`src/hw/rtl/mie_pkg.sv`:
```
// Package for the modular inverse block: widths, reset modulus and status codes.
// No dependencies.
`default_nettype none
package mie_pkg;
  localparam int unsigned Width = 32;
  localparam int unsigned CntW = $clog2(Width + 1);
  localparam logic [Width-1:0] ModulusReset = Width'(2);
  localparam logic StatusOk = 1'b0;
  localparam logic StatusNone = 1'b1;
endpackage
`default_nettype wire

```
`src/hw/rtl/mie_divmod.sv`:
```
// Bit-serial divider and modular multiply-subtract unit for one Euclid step.
// Depends on mie_pkg.
`default_nettype none
module mie_divmod (
  input  logic                    clk_i,
  input  logic                    rst_ni,
  input  logic                    start_i,
  input  logic [mie_pkg::Width-1:0] m_i,
  input  logic [mie_pkg::Width-1:0] num_i,
  input  logic [mie_pkg::Width-1:0] den_i,
  input  logic [mie_pkg::Width-1:0] t0_i,
  input  logic [mie_pkg::Width-1:0] t1_i,
  output logic                    done_o,
  output logic [mie_pkg::Width-1:0] rem_o,
  output logic [mie_pkg::Width-1:0] t_o
);
  localparam int unsigned W = mie_pkg::Width;
  typedef enum logic [3:0] {
    SIdle = 4'b0001, SDiv = 4'b0010, SMul = 4'b0100, SFin = 4'b1000
  } state_e;

  state_e state_q, state_d;
  logic [mie_pkg::CntW-1:0] cnt_q, cnt_d;
  logic [W-1:0] q_q, q_d, rem_q, rem_d, acc_q, acc_d;
  logic [W:0] trial;
  logic [W-1:0] dbl, room_a, add_b, room_b, mt;

  always_comb begin
    trial = {rem_q, q_q[W-1]} - {1'b0, den_i};
    room_a = m_i - acc_q;
    dbl = (acc_q >= room_a) ? acc_q - room_a : acc_q + acc_q;
    room_b = m_i - t1_i;
    add_b = (dbl >= room_b) ? dbl - room_b : dbl + t1_i;
    mt = (acc_q == '0) ? '0 : m_i - acc_q;
  end

  always_comb begin
    state_d = state_q;
    cnt_d = cnt_q;
    q_d = q_q;
    rem_d = rem_q;
    acc_d = acc_q;
    done_o = 1'b0;
    unique case (state_q)
      SIdle: begin
        if (start_i) begin
          q_d = num_i;
          rem_d = '0;
          cnt_d = mie_pkg::CntW'(W);
          state_d = SDiv;
        end
      end
      SDiv: begin
        if (!trial[W]) begin
          rem_d = trial[W-1:0];
          q_d = {q_q[W-2:0], 1'b1};
        end else begin
          rem_d = {rem_q[W-2:0], q_q[W-1]};
          q_d = {q_q[W-2:0], 1'b0};
        end
        cnt_d = cnt_q - 1'b1;
        if (cnt_q == mie_pkg::CntW'(1)) begin
          cnt_d = mie_pkg::CntW'(W);
          acc_d = '0;
          state_d = SMul;
        end
      end
      SMul: begin
        acc_d = q_q[W-1] ? add_b : dbl;
        q_d = {q_q[W-2:0], 1'b0};
        cnt_d = cnt_q - 1'b1;
        if (cnt_q == mie_pkg::CntW'(1)) state_d = SFin;
      end
      SFin: begin
        acc_d = (t0_i >= m_i - mt) ? t0_i - (m_i - mt) : t0_i + mt;
        done_o = 1'b1;
        state_d = SIdle;
      end
      default: state_d = SIdle;
    endcase
  end

  always_ff @(posedge clk_i or negedge rst_ni) begin
    if (!rst_ni) begin
      state_q <= SIdle;
      cnt_q <= '0;
    end else begin
      state_q <= state_d;
      cnt_q <= cnt_d;
    end
  end

  always_ff @(posedge clk_i) begin
    q_q <= q_d;
    rem_q <= rem_d;
    acc_q <= acc_d;
  end

  assign rem_o = rem_q;
  assign t_o = acc_d;
endmodule
`default_nettype wire

```
`src/hw/rtl/modular_inverse_euclid.sv`:
```
// Top level of the modular inverse block: Euclid loop control and result strobe.
// Depends on mie_pkg and mie_divmod.
`default_nettype none
// Computes value^-1 mod modulus by the extended Euclidean algorithm. The first
// reduction of value modulo modulus and each Euclid step run the shared bit-serial
// unit: a load, restoring division, shift-and-add modular multiply and a fold of
// the old coefficient, in that order. The time from the accepting edge to the
// result strobe is set by the number of Euclid steps; for 32 bits that is at most
// 45 steps. A modulus below 2 answers in the cycle after start is accepted. busy
// stays high until the result strobe; the result is shown for one cycle on
// valid_o and cannot be stalled.
module modular_inverse_euclid (
  input  logic        clk_i,
  input  logic        rst_ni,
  input  logic        start,
  output logic        busy,
  input  logic        cfg_we_i,
  input  logic [31:0] cfg_wdata_i,
  input  logic [31:0] value_i,
  output logic        valid_o,
  output logic [31:0] inverse_o,
  output logic        status_o
);
  localparam int unsigned W = mie_pkg::Width;
  typedef enum logic [3:0] {
    SIdle = 4'b0001, SRed = 4'b0010, SStep = 4'b0100, SWait = 4'b1000
  } state_e;

  state_e state_q;
  logic [W-1:0] mod_q, r0_q, r1_q, t0_q, t1_q;
  logic valid_q, status_q;
  logic [W-1:0] inv_q;
  logic [W-1:0] val_q;
  logic du_start, du_done;
  logic [W-1:0] du_num, du_den, du_t0, du_rem, du_t;
  logic red_q;

  assign busy = (state_q != SIdle);
  assign du_num = red_q ? val_q : r0_q;
  assign du_den = red_q ? mod_q : r1_q;
  assign du_t0 = red_q ? '0 : t0_q;
  assign du_start = (state_q == SRed) || (state_q == SStep);

  mie_divmod u_div (
    .clk_i(clk_i), .rst_ni(rst_ni), .start_i(du_start), .m_i(mod_q),
    .num_i(du_num), .den_i(du_den), .t0_i(du_t0), .t1_i(t1_q),
    .done_o(du_done), .rem_o(du_rem), .t_o(du_t)
  );

  always_ff @(posedge clk_i or negedge rst_ni) begin
    if (!rst_ni) begin
      state_q <= SIdle;
      mod_q <= mie_pkg::ModulusReset;
      valid_q <= 1'b0;
      red_q <= 1'b0;
    end else begin
      valid_q <= 1'b0;
      if (cfg_we_i) mod_q <= cfg_wdata_i;
      unique case (state_q)
        SIdle: begin
          if (start) begin
            if (mod_q < W'(2)) begin
              valid_q <= 1'b1;
            end else begin
              red_q <= 1'b1;
              state_q <= SRed;
            end
          end
        end
        SRed, SStep: state_q <= SWait;
        SWait: begin
          if (du_done) begin
            red_q <= 1'b0;
            if (red_q) begin
              if (du_rem == '0) begin
                valid_q <= 1'b1;
                state_q <= SIdle;
              end else state_q <= SStep;
            end else if (du_rem == '0) begin
              valid_q <= 1'b1;
              state_q <= SIdle;
            end else state_q <= SStep;
          end
        end
        default: state_q <= SIdle;
      endcase
    end
  end

  always_ff @(posedge clk_i) begin
    if (state_q == SIdle && start) begin
      inv_q <= '0;
      status_q <= mie_pkg::StatusNone;
      t0_q <= '0;
      t1_q <= W'(1);
      val_q <= value_i;
    end
    if (state_q == SWait && du_done) begin
      if (red_q) begin
        r0_q <= mod_q;
        r1_q <= du_rem;
        if (du_rem == '0) begin
          inv_q <= '0;
          status_q <= mie_pkg::StatusNone;
        end
      end else begin
        r0_q <= r1_q;
        r1_q <= du_rem;
        t0_q <= t1_q;
        t1_q <= du_t;
        if (du_rem == '0) begin
          if (r1_q == W'(1)) begin
            inv_q <= t1_q;
            status_q <= mie_pkg::StatusOk;
          end else begin
            inv_q <= '0;
            status_q <= mie_pkg::StatusNone;
          end
        end
      end
    end
  end

  assign valid_o = valid_q;
  assign inverse_o = inv_q;
  assign status_o = status_q;
endmodule
`default_nettype wire
```
`config.mk`:
```
export PLATFORM = sky130hd
export DESIGN_NAME = modular_inverse_euclid
export DESIGN_NICKNAME = d
export VERILOG_FILES = /design/src/hw/rtl/mie_pkg.sv /design/src/hw/rtl/mie_divmod.sv /design/src/hw/rtl/modular_inverse_euclid.sv
export SDC_FILE = /design/constraint.sdc
export NUM_CORES = 1
export LEC_CHECK = 0
export ABC_AREA = 1
export BUFFER_PORTS_ARGS = -buffer_cell sky130_fd_sc_hd__buf_2
export CORE_MARGIN = 3
export CORE_UTILIZATION = 28
export DETAILED_ROUTE_END_ITERATION = 7
export PLACE_DENSITY = 0.38
export RECOVER_POWER = 100
export SETUP_SLACK_MARGIN = 0.4
export SLEW_MARGIN = 20
export SYNTH_ARGS = -nofsm -noshare
export SYNTH_HDL_FRONTEND = slang
export SYNTH_SLANG_ARGS = --single-unit
```
`constraint.sdc`:
```
create_clock -name clk_i -period 9.59 [get_ports clk_i]
set_input_delay 0.959 -clock clk_i [delete_from_list [all_inputs] [get_ports clk_i]]
set_output_delay 0.959 -clock clk_i [all_outputs]
set_load 0.01 [all_outputs]
```
==> results of run 1 <==
-- registers in the layout, indices dropped and copies added, names as in the netlist --
| name | cells |
|---|---|
| inverse_o | 32 |
| mod_q | 32 |
| r0_q | 32 |
| r1_q | 32 |
| t0_q | 32 |
| t1_q | 32 |
| u_div.acc_q | 32 |
| u_div.q_q | 32 |
| u_div.rem_o | 32 |
| val_q | 32 |
| u_div.cnt_q | 6 |
| state_q | 4 |
| u_div.state_q | 4 |
| red_q | 1 |
| status_o | 1 |
| valid_o | 1 |
-- worst max path at each step --
stage | endpoint | slack, ns
finish | t1_q[27] | 0.90
global route | u_div.rem_o[0] | 0.33
CTS | t1_q[30] | 0.89
detailed placement | t1_q[30] | 0.91
global placement | t1_q[30] | 0.92
floorplan | t1_q[0] | 4.07
-- worst max-delay path: cells and delay by family (launching register included) --
kind / cells / cell delay (ns)
AOI/OAI and AO/OA: 14 / 2.94
and+or+nand+nor: 10 / 1.92
buffers and inverters: 5 / 1.62
adders and majority gates: 3 / 1.19
xor gates and xnor gates: 1 / 0.47
DFF: 1 / 0.43
-- cells by family (layout without fill, tap and decap cells) --
group,after synthesis,after routing
and+or+nand+nor,1865,1865
AOI/OAI and AO/OA,1017,1017
buffers and inverters,698,822
DFF,337,337
adders and majority gates,293,293
xor gates and xnor gates,220,220
other,0,2
-- cells in the mapped netlist, types with 45 or more instances --
cell type,count,share of area
sky130_fd_sc_hd__nand2_1,1023,0.13
sky130_fd_sc_hd__inv_1,587,0.072
sky130_fd_sc_hd__nor2_1,428,0.053
sky130_fd_sc_hd__a21oi_1,364,0.060
sky130_fd_sc_hd__o21ai_0,342,0.056
sky130_fd_sc_hd__ha_1,284,0.12
sky130_fd_sc_hd__nand3_1,228,0.037
sky130_fd_sc_hd__edfxtp_1,160,0.16
sky130_fd_sc_hd__dfxtp_1,129,0.085
sky130_fd_sc_hd__xnor2_1,116,0.033
sky130_fd_sc_hd__xor2_1,104,0.030
sky130_fd_sc_hd__clkbuf_1,67,0.0083
sky130_fd_sc_hd__a31oi_1,55,0.011
sky130_fd_sc_hd__nor3_1,52,0.0085
sky130_fd_sc_hd__dfrtp_1,45,0.037
-- routing by layer --
metal,vias to the layer above,part of all wire,global-route usage
li1,15065,-,-
met1,14812,0.51,0.3829
met2,813,0.41,0.3731
met3,148,0.051,0.02836
met4,2,0.030,0.06867
met5,-,0.000083,0
-- repair_timing --
item,in CTS,in global routing
setup buffers,0,0
endpoints found under the setup margin,0,4
hold endpoints to repair,0,0
gates resized for setup,0,1
-- layout make-up --
type / count / share of cell area
multi-input combinational: 3395 / 0.5634
tap: 1403 / 0.05165
clock buffer: 55 / 0.03567
inverter: 601 / 0.06637
antenna: 2 / 0.0001472
clock inverter: 27 / 0.009828
timing repair buffer: 139 / 0.02014
sequential: 337 / 0.2528
-- per-stage QoR --
step / std cells / cell area [um2] / hold WS [ns]
2_1_floorplan: 4430 / 30480 / 0.4472
3_3_place_gp: 5875 / 32620 / 0.4630
3_5_place_dp: 5875 / 32630 / 0.4646
4_1_cts: 5957 / 34170 / 0.4685
5_1_grt: 5957 / 33990 / 0.4865
6_report: 5959 / 33990 / 0.4764
==> results by group, run 1 <==
Worst setup path
  • Cell at the slowest stage of the critical path: sky130_fd_sc_hd__inv_1
  • Crit path kind: reg -> reg
  • Crit Path Max Fanout: 31
  • Startpoint of the worst-slack reg-to-reg timing path: u_div.acc_q[14]
  • Setup slack, reg-to-reg: 0.90 ns
  • Signal arrival time at the worst endpoint: 9.24 ns
  • Sort of element at the end of the critical path: flop
  • Required time of the critical path: 10.14 ns
  • Critical path startpoint category: flop
  • Longest individual stage delay on the worst path: 0.75 ns
  • R2R depth: 33
  • Origin of the worst setup path: u_div.acc_q[14]
  • Capturing point of the worst reg2reg path: t1_q[27]

Synth
  • Multiplexer share of the synthesized area: 0
  • Number of warnings issued by yosys: 0
  • Share of synthesized cell area in and, or, nand and nor gates: 0.2540
  • Most frequently used flop master after synthesis: sky130_fd_sc_hd__edfxtp_1
  • Synthesized area: 30480 um2
  • Average cell area after synthesis: 6.881 um2
  • Combinational family with the most area after synthesis: simple AND/OR/NAND/NOR gates
  • Number of cells produced by synthesis: 4430
  • Share of synthesized flip-flops with an asynchronous set or reset: 0.1424
  • Synthesis-stage register bit count: 337
  • Count of unique library cells instantiated by Yosys: 64
  • Xor and xnor area share after synthesis: 0.06321
  • Synth Area in Compound Gates: 0.1899
  • Number of enable flip-flop cells after synthesis: 160
  • Area share of fa/ha/maj cells after synthesis: 0.1225
  • Portion of the post-synthesis area used by sequential elements: 0.2819
  • Net count after synthesis: 4791

Clocking
  • Count of H-tree levels built during CTS: 2
  • Clock-pin slew of the registers on the worst-case setup and hold paths: 0.06 ns
  • Total number of clock tree sinks: 337
  • Buffers from clock root to sink, at most: 3
  • Cts bufs inserted: 44
  • Clock latency on the worst-skew pair: 0.63 ns
  • Clock tree from TritonCTS: yes
  • Root Buffer: sky130_fd_sc_hd__clkbuf_16
  • Number of buffers added to fix hold violations after cts: 0

Min path
  • Instance count along the most critical hold path: 2
  • Hold Path Sink: t0_q[6]
  • Worst hold start: t0_q[6]
  • Class of the tightest hold or removal check: reg -> reg

STA
  • Setup Viol. Count Final: 0
  • Final Slew Violations: 523
  • Setup repair after global routing missed its margin: no
  • Layout Skew: 0.02936 ns
  • Shortest period the worst path allows: 8.689 ns
  • Final worst slack: 0.9007 ns
  • Actual transition at the worst max-transition pin: 4.037 ns
  • Highest clock frequency the design can meet: 0.1151 GHz
  • Setup TNS: 0 ns
  • Remaining max-slew budget at the tightest pin: -1.691
  • Portion of the clock cycle consumed by the worst path in the final layout: 0.9061
  • Number of hold-slack violations in the final timing report: 0

Die
  • Horiz. Die Dim: 335.9 um
  • Initial standard-cell utilization of the core: 0.2835
  • Die Y: 335.9 um
  • Number of rows created at floorplan: 120
  • Core ar.: 107500 um2
  • Boundary pin count: 103
  • DIE AREA: 112900 um2

Cells and area
  • FF+latch area: 8592 um2
  • Post-route core utilization: 0.3162
  • Number of nets in the layout: 4879
  • Most frequent cells in the layout: sky130_fd_sc_hd__nand2_1, sky130_fd_sc_hd__inv_1, sky130_fd_sc_hd__nor2_1
  • Area delta synth->final: 11.51%
  • Commonest non-fill, non-tap cell in the layout: sky130_fd_sc_hd__nand2_1
  • Count of filler cells inserted in the layout: 12119
  • Fraction of final layout cells sized beyond drive strength 1: 0.04567
  • Area taken by multi-input logic gates: 19150 um2

Run status
  • Failing checks: max-capacitance violations, max-slew violations
  • Run status: finished with violations

Routing
  • Vias after detailed routing: 30840
  • Drt initial violations: 2477
  • Via count normalized by instance count: 5.175
  • First-pass detailed-route iteration total: 5
  • Wirelength per Cell: 24.37 um
  • Detailed Route WL: 145.2 mm
  • # DRC: 0
  • DRT antenna net count: 0

Placed design
  • Worst-case setup slack after placement: 0.9143 ns
  • Count of buffers from port buffering: 102
  • Placed wire-length estimate: 120.7 mm
  • Routability Congestion: 0.9992

GRT
  • First-pass GRT wire length: 209.5 mm
  • Number of antenna violations at the first check in global routing: 7
  • Number of global-route vias before repair: 29826
  • Largest net degree at the start of global routing: 66
  • Tot GR Track Use: 0.2521
  • Overflow after GRT: 0

Run
  • Number of max-cap violations: 12
Power of run 1 is left out: the tool's default activity adds up to more than one toggle a clock period on the data nets, which glitch-free logic cannot reach.
==> run 2, diff against run 1 <==
- CELL_PAD_IN_SITES_DETAIL_PLACEMENT: unset -> 1
- CELL_PAD_IN_SITES_GLOBAL_PLACEMENT: unset -> 1
- CORE_MARGIN: 3 -> 8
- PLACE_DENSITY: 0.38 -> 0.57
==> run 2 against run 1 <==
Net effect: the run still ends with max-capacitance violations, max-slew violations left; critical path depth up 6; non-clock buffer count up 8; flip-flop and latch count unchanged; sequential share of layout area down 0.079 points; core utilization down 0.16 points; worst setup slack worse by 0.11 ns; die area up 6.0%.
==> results by group, run 2 (synthesized netlist as in run 1, its figures left out) <==
Run status
  • Run status: finished with violations
  • Failing checks: max-capacitance violations, max-slew violations

Worst setup path
  • Setup slack, reg-to-reg: 0.79 ns (-0.11 ns)
  • Cell at the slowest stage of the critical path: sky130_fd_sc_hd__dfrtp_1
  • Path length in cells of the critical path: 39 (+18%)
  • Signal arrival time at the worst endpoint: 9.19 ns (-0.05 ns)
  • Buf+Inv Stages, Crit Path: 5 (unchanged)
  • Crit Path Max Fanout: 25 (-19%)
  • R2R depth: 39 (+18%)
  • Critical path startpoint category: flop
  • Crit path kind: reg -> reg
  • Most used cell along the critical path: sky130_fd_sc_hd__nand2_1
  • Longest individual stage delay on the worst path: 0.44 ns (-0.31 ns)
  • Sort of element at the end of the critical path: flop
  • Required time of the critical path: 9.98 ns (-0.16 ns)
  • Kind of cell with the highest combined delay on the critical path: simple AND/OR/NAND/NOR gates

Clocking
  • Clock-pin slew of the registers on the worst-case setup and hold paths: 0.06 ns (about the same)
  • Clock tree from TritonCTS: yes
  • Number of buffers added to fix hold violations after cts: 0 (unchanged)
  • Total number of clock tree sinks: 337 (unchanged)
  • Buffers from clock root to sink, at most: 3 (unchanged)
  • Root Buffer: sky130_fd_sc_hd__clkbuf_16
  • Cts bufs inserted: 44 (unchanged)
  • Count of H-tree levels built during CTS: 2 (unchanged)
  • Clock latency on the worst-skew pair: 0.63 ns (about the same)

Die
  • Initial standard-cell utilization of the core: 0.2812 (-0.002343)
  • Die Y: 345.9 um (+3.0%)
  • Horiz. Die Dim: 345.9 um (+3.0%)
  • Number of rows created at floorplan: 121 (+0.83%)
  • Boundary pin count: 103 (unchanged)
  • Core ar.: 108400 um2 (+0.83%)
  • DIE AREA: 119700 um2 (+6.0%)

Placed design
  • Count of buffers from port buffering: 102 (unchanged)
  • Worst-case setup slack after placement: 0.6062 ns (-0.3080 ns)
  • Routability Congestion: 0.9597 (-4.0%)
  • Placed wire-length estimate: 126.9 mm (+5.1%)

Cells and area
  • Number of nets in the layout: 4887 (+0.16%)
  • Fraction of final layout cells sized beyond drive strength 1: 0.04866 (+0.002989)
  • Area taken by multi-input logic gates: 19170 um2 (+0.11%)
  • Count of filler cells inserted in the layout: 13725 (+13%)
  • Area delta synth->final: 11.86%
  • Post-route core utilization: 0.3145 (-0.001632)
  • Commonest non-fill, non-tap cell in the layout: sky130_fd_sc_hd__nand2_1
  • Most frequent cells in the layout: sky130_fd_sc_hd__nand2_1, sky130_fd_sc_hd__inv_1, sky130_fd_sc_hd__nor2_1
  • FF+latch area: 8592 um2 (unchanged)

STA
  • Final worst slack: 0.7888 ns (-0.1119 ns)
  • Final Slew Violations: 602 (+15%)
  • Number of hold-slack violations in the final timing report: 0 (unchanged)
  • Actual transition at the worst max-transition pin: 4.002 ns (-0.03495 ns)
  • Setup Viol. Count Final: 0 (unchanged)
  • Remaining max-slew budget at the tightest pin: -1.668 (+0.02330)
  • Portion of the clock cycle consumed by the worst path in the final layout: 0.9177 (+0.01166)
  • Shortest period the worst path allows: 8.801 ns (+0.1119 ns)
  • Setup TNS: 0 ns (unchanged)
  • Setup repair after global routing missed its margin: yes
  • Layout Skew: 0.05363 ns (+0.02426 ns)
  • Highest clock frequency the design can meet: 0.1136 GHz (-1.3%)

Routing
  • DRT antenna net count: 0 (unchanged)
  • First-pass detailed-route iteration total: 6 (+1)
  • Drt initial violations: 2375 (-4.1%)
  • # DRC: 0 (unchanged)
  • Via count normalized by instance count: 5.209 (+0.66%)
  • Detailed Route WL: 151.5 mm (+4.3%)
  • Wirelength per Cell: 25.35 um (+4.0%)
  • Vias after detailed routing: 31136 (+0.96%)

GRT
  • Overflow after GRT: 0 (unchanged)
  • First-pass GRT wire length: 218.6 mm (+4.3%)
  • Number of antenna violations at the first check in global routing: 12 (+5)
  • Number of global-route vias before repair: 31299 (+4.9%)
  • Tot GR Track Use: 0.2424 (-0.009715)
  • Largest net degree at the start of global routing: 67 (+1.5%)

Min path
  • Instance count along the most critical hold path: 2 (unchanged)
  • Class of the tightest hold or removal check: reg -> reg

Run
  • Number of max-cap violations: 15 (+3)
[run 2: per-layer routing]
metal  routed length, um  part of all wire  global-route usage  vias up
li1                    -                 -                   -    15050
met1               69690              0.46              0.3263    15184
met2               69750              0.46              0.4078      711
met3                7595             0.050             0.03499      189
met4                4440             0.029             0.05849        2
met5                  13          0.000086                   0        -
[run 2: final cells by class]
cell class,instances,share of cell area
Clock buffer,50,0.03479
Inverter,601,0.06635
Tap cell,1414,0.05189
Timing Repair Buffer,147,0.02169
Clock inverter,32,0.01094
Antenna cell,1,0.00007339
Multi-Input combinational cell,3395,0.5623
Sequential cell,337,0.2520
[run 2: worst reg2reg max path: cells and delay by family, from the launching register on]
family / cells / cell delay (ns)
xor+xnor: 2 / 0.21
buf+inv: 5 / 1.14
simple gates: 19 / 3.45
flops: 1 / 0.44
fa+ha+maj: 4 / 1.40
compound gates: 9 / 1.93
[run 2: through the flow]
step	area, um2	std cells	hold slack, ns
global placement	32700	5894	0.4598
global route	34090	5976	0.4925
floorplan	30480	4430	0.4472
detailed placement	32700	5894	0.4526
finish	34100	5977	0.4778
CTS	34260	5976	0.4732
[run 2: path summary, 6_finish.rpt]
path,start,to
max,mod_q[0],t1_q[8]
min,t0_q[20],t0_q[20]
max reg2reg,mod_q[0],t1_q[8]
min reg2reg,t0_q[20],t0_q[20]
max in group asynchronous,rst_ni,mod_q[3]
min in group asynchronous,rst_ni,u_div.cnt_q[2]
[run 2: what timing repair did]
item,CTS,global route
buffers inserted,0,0
gates resized for setup,0,6
endpoints found under the hold margin,0,0
endpoints found under the setup margin,0,63
Power of run 2 is left out for the same reason.
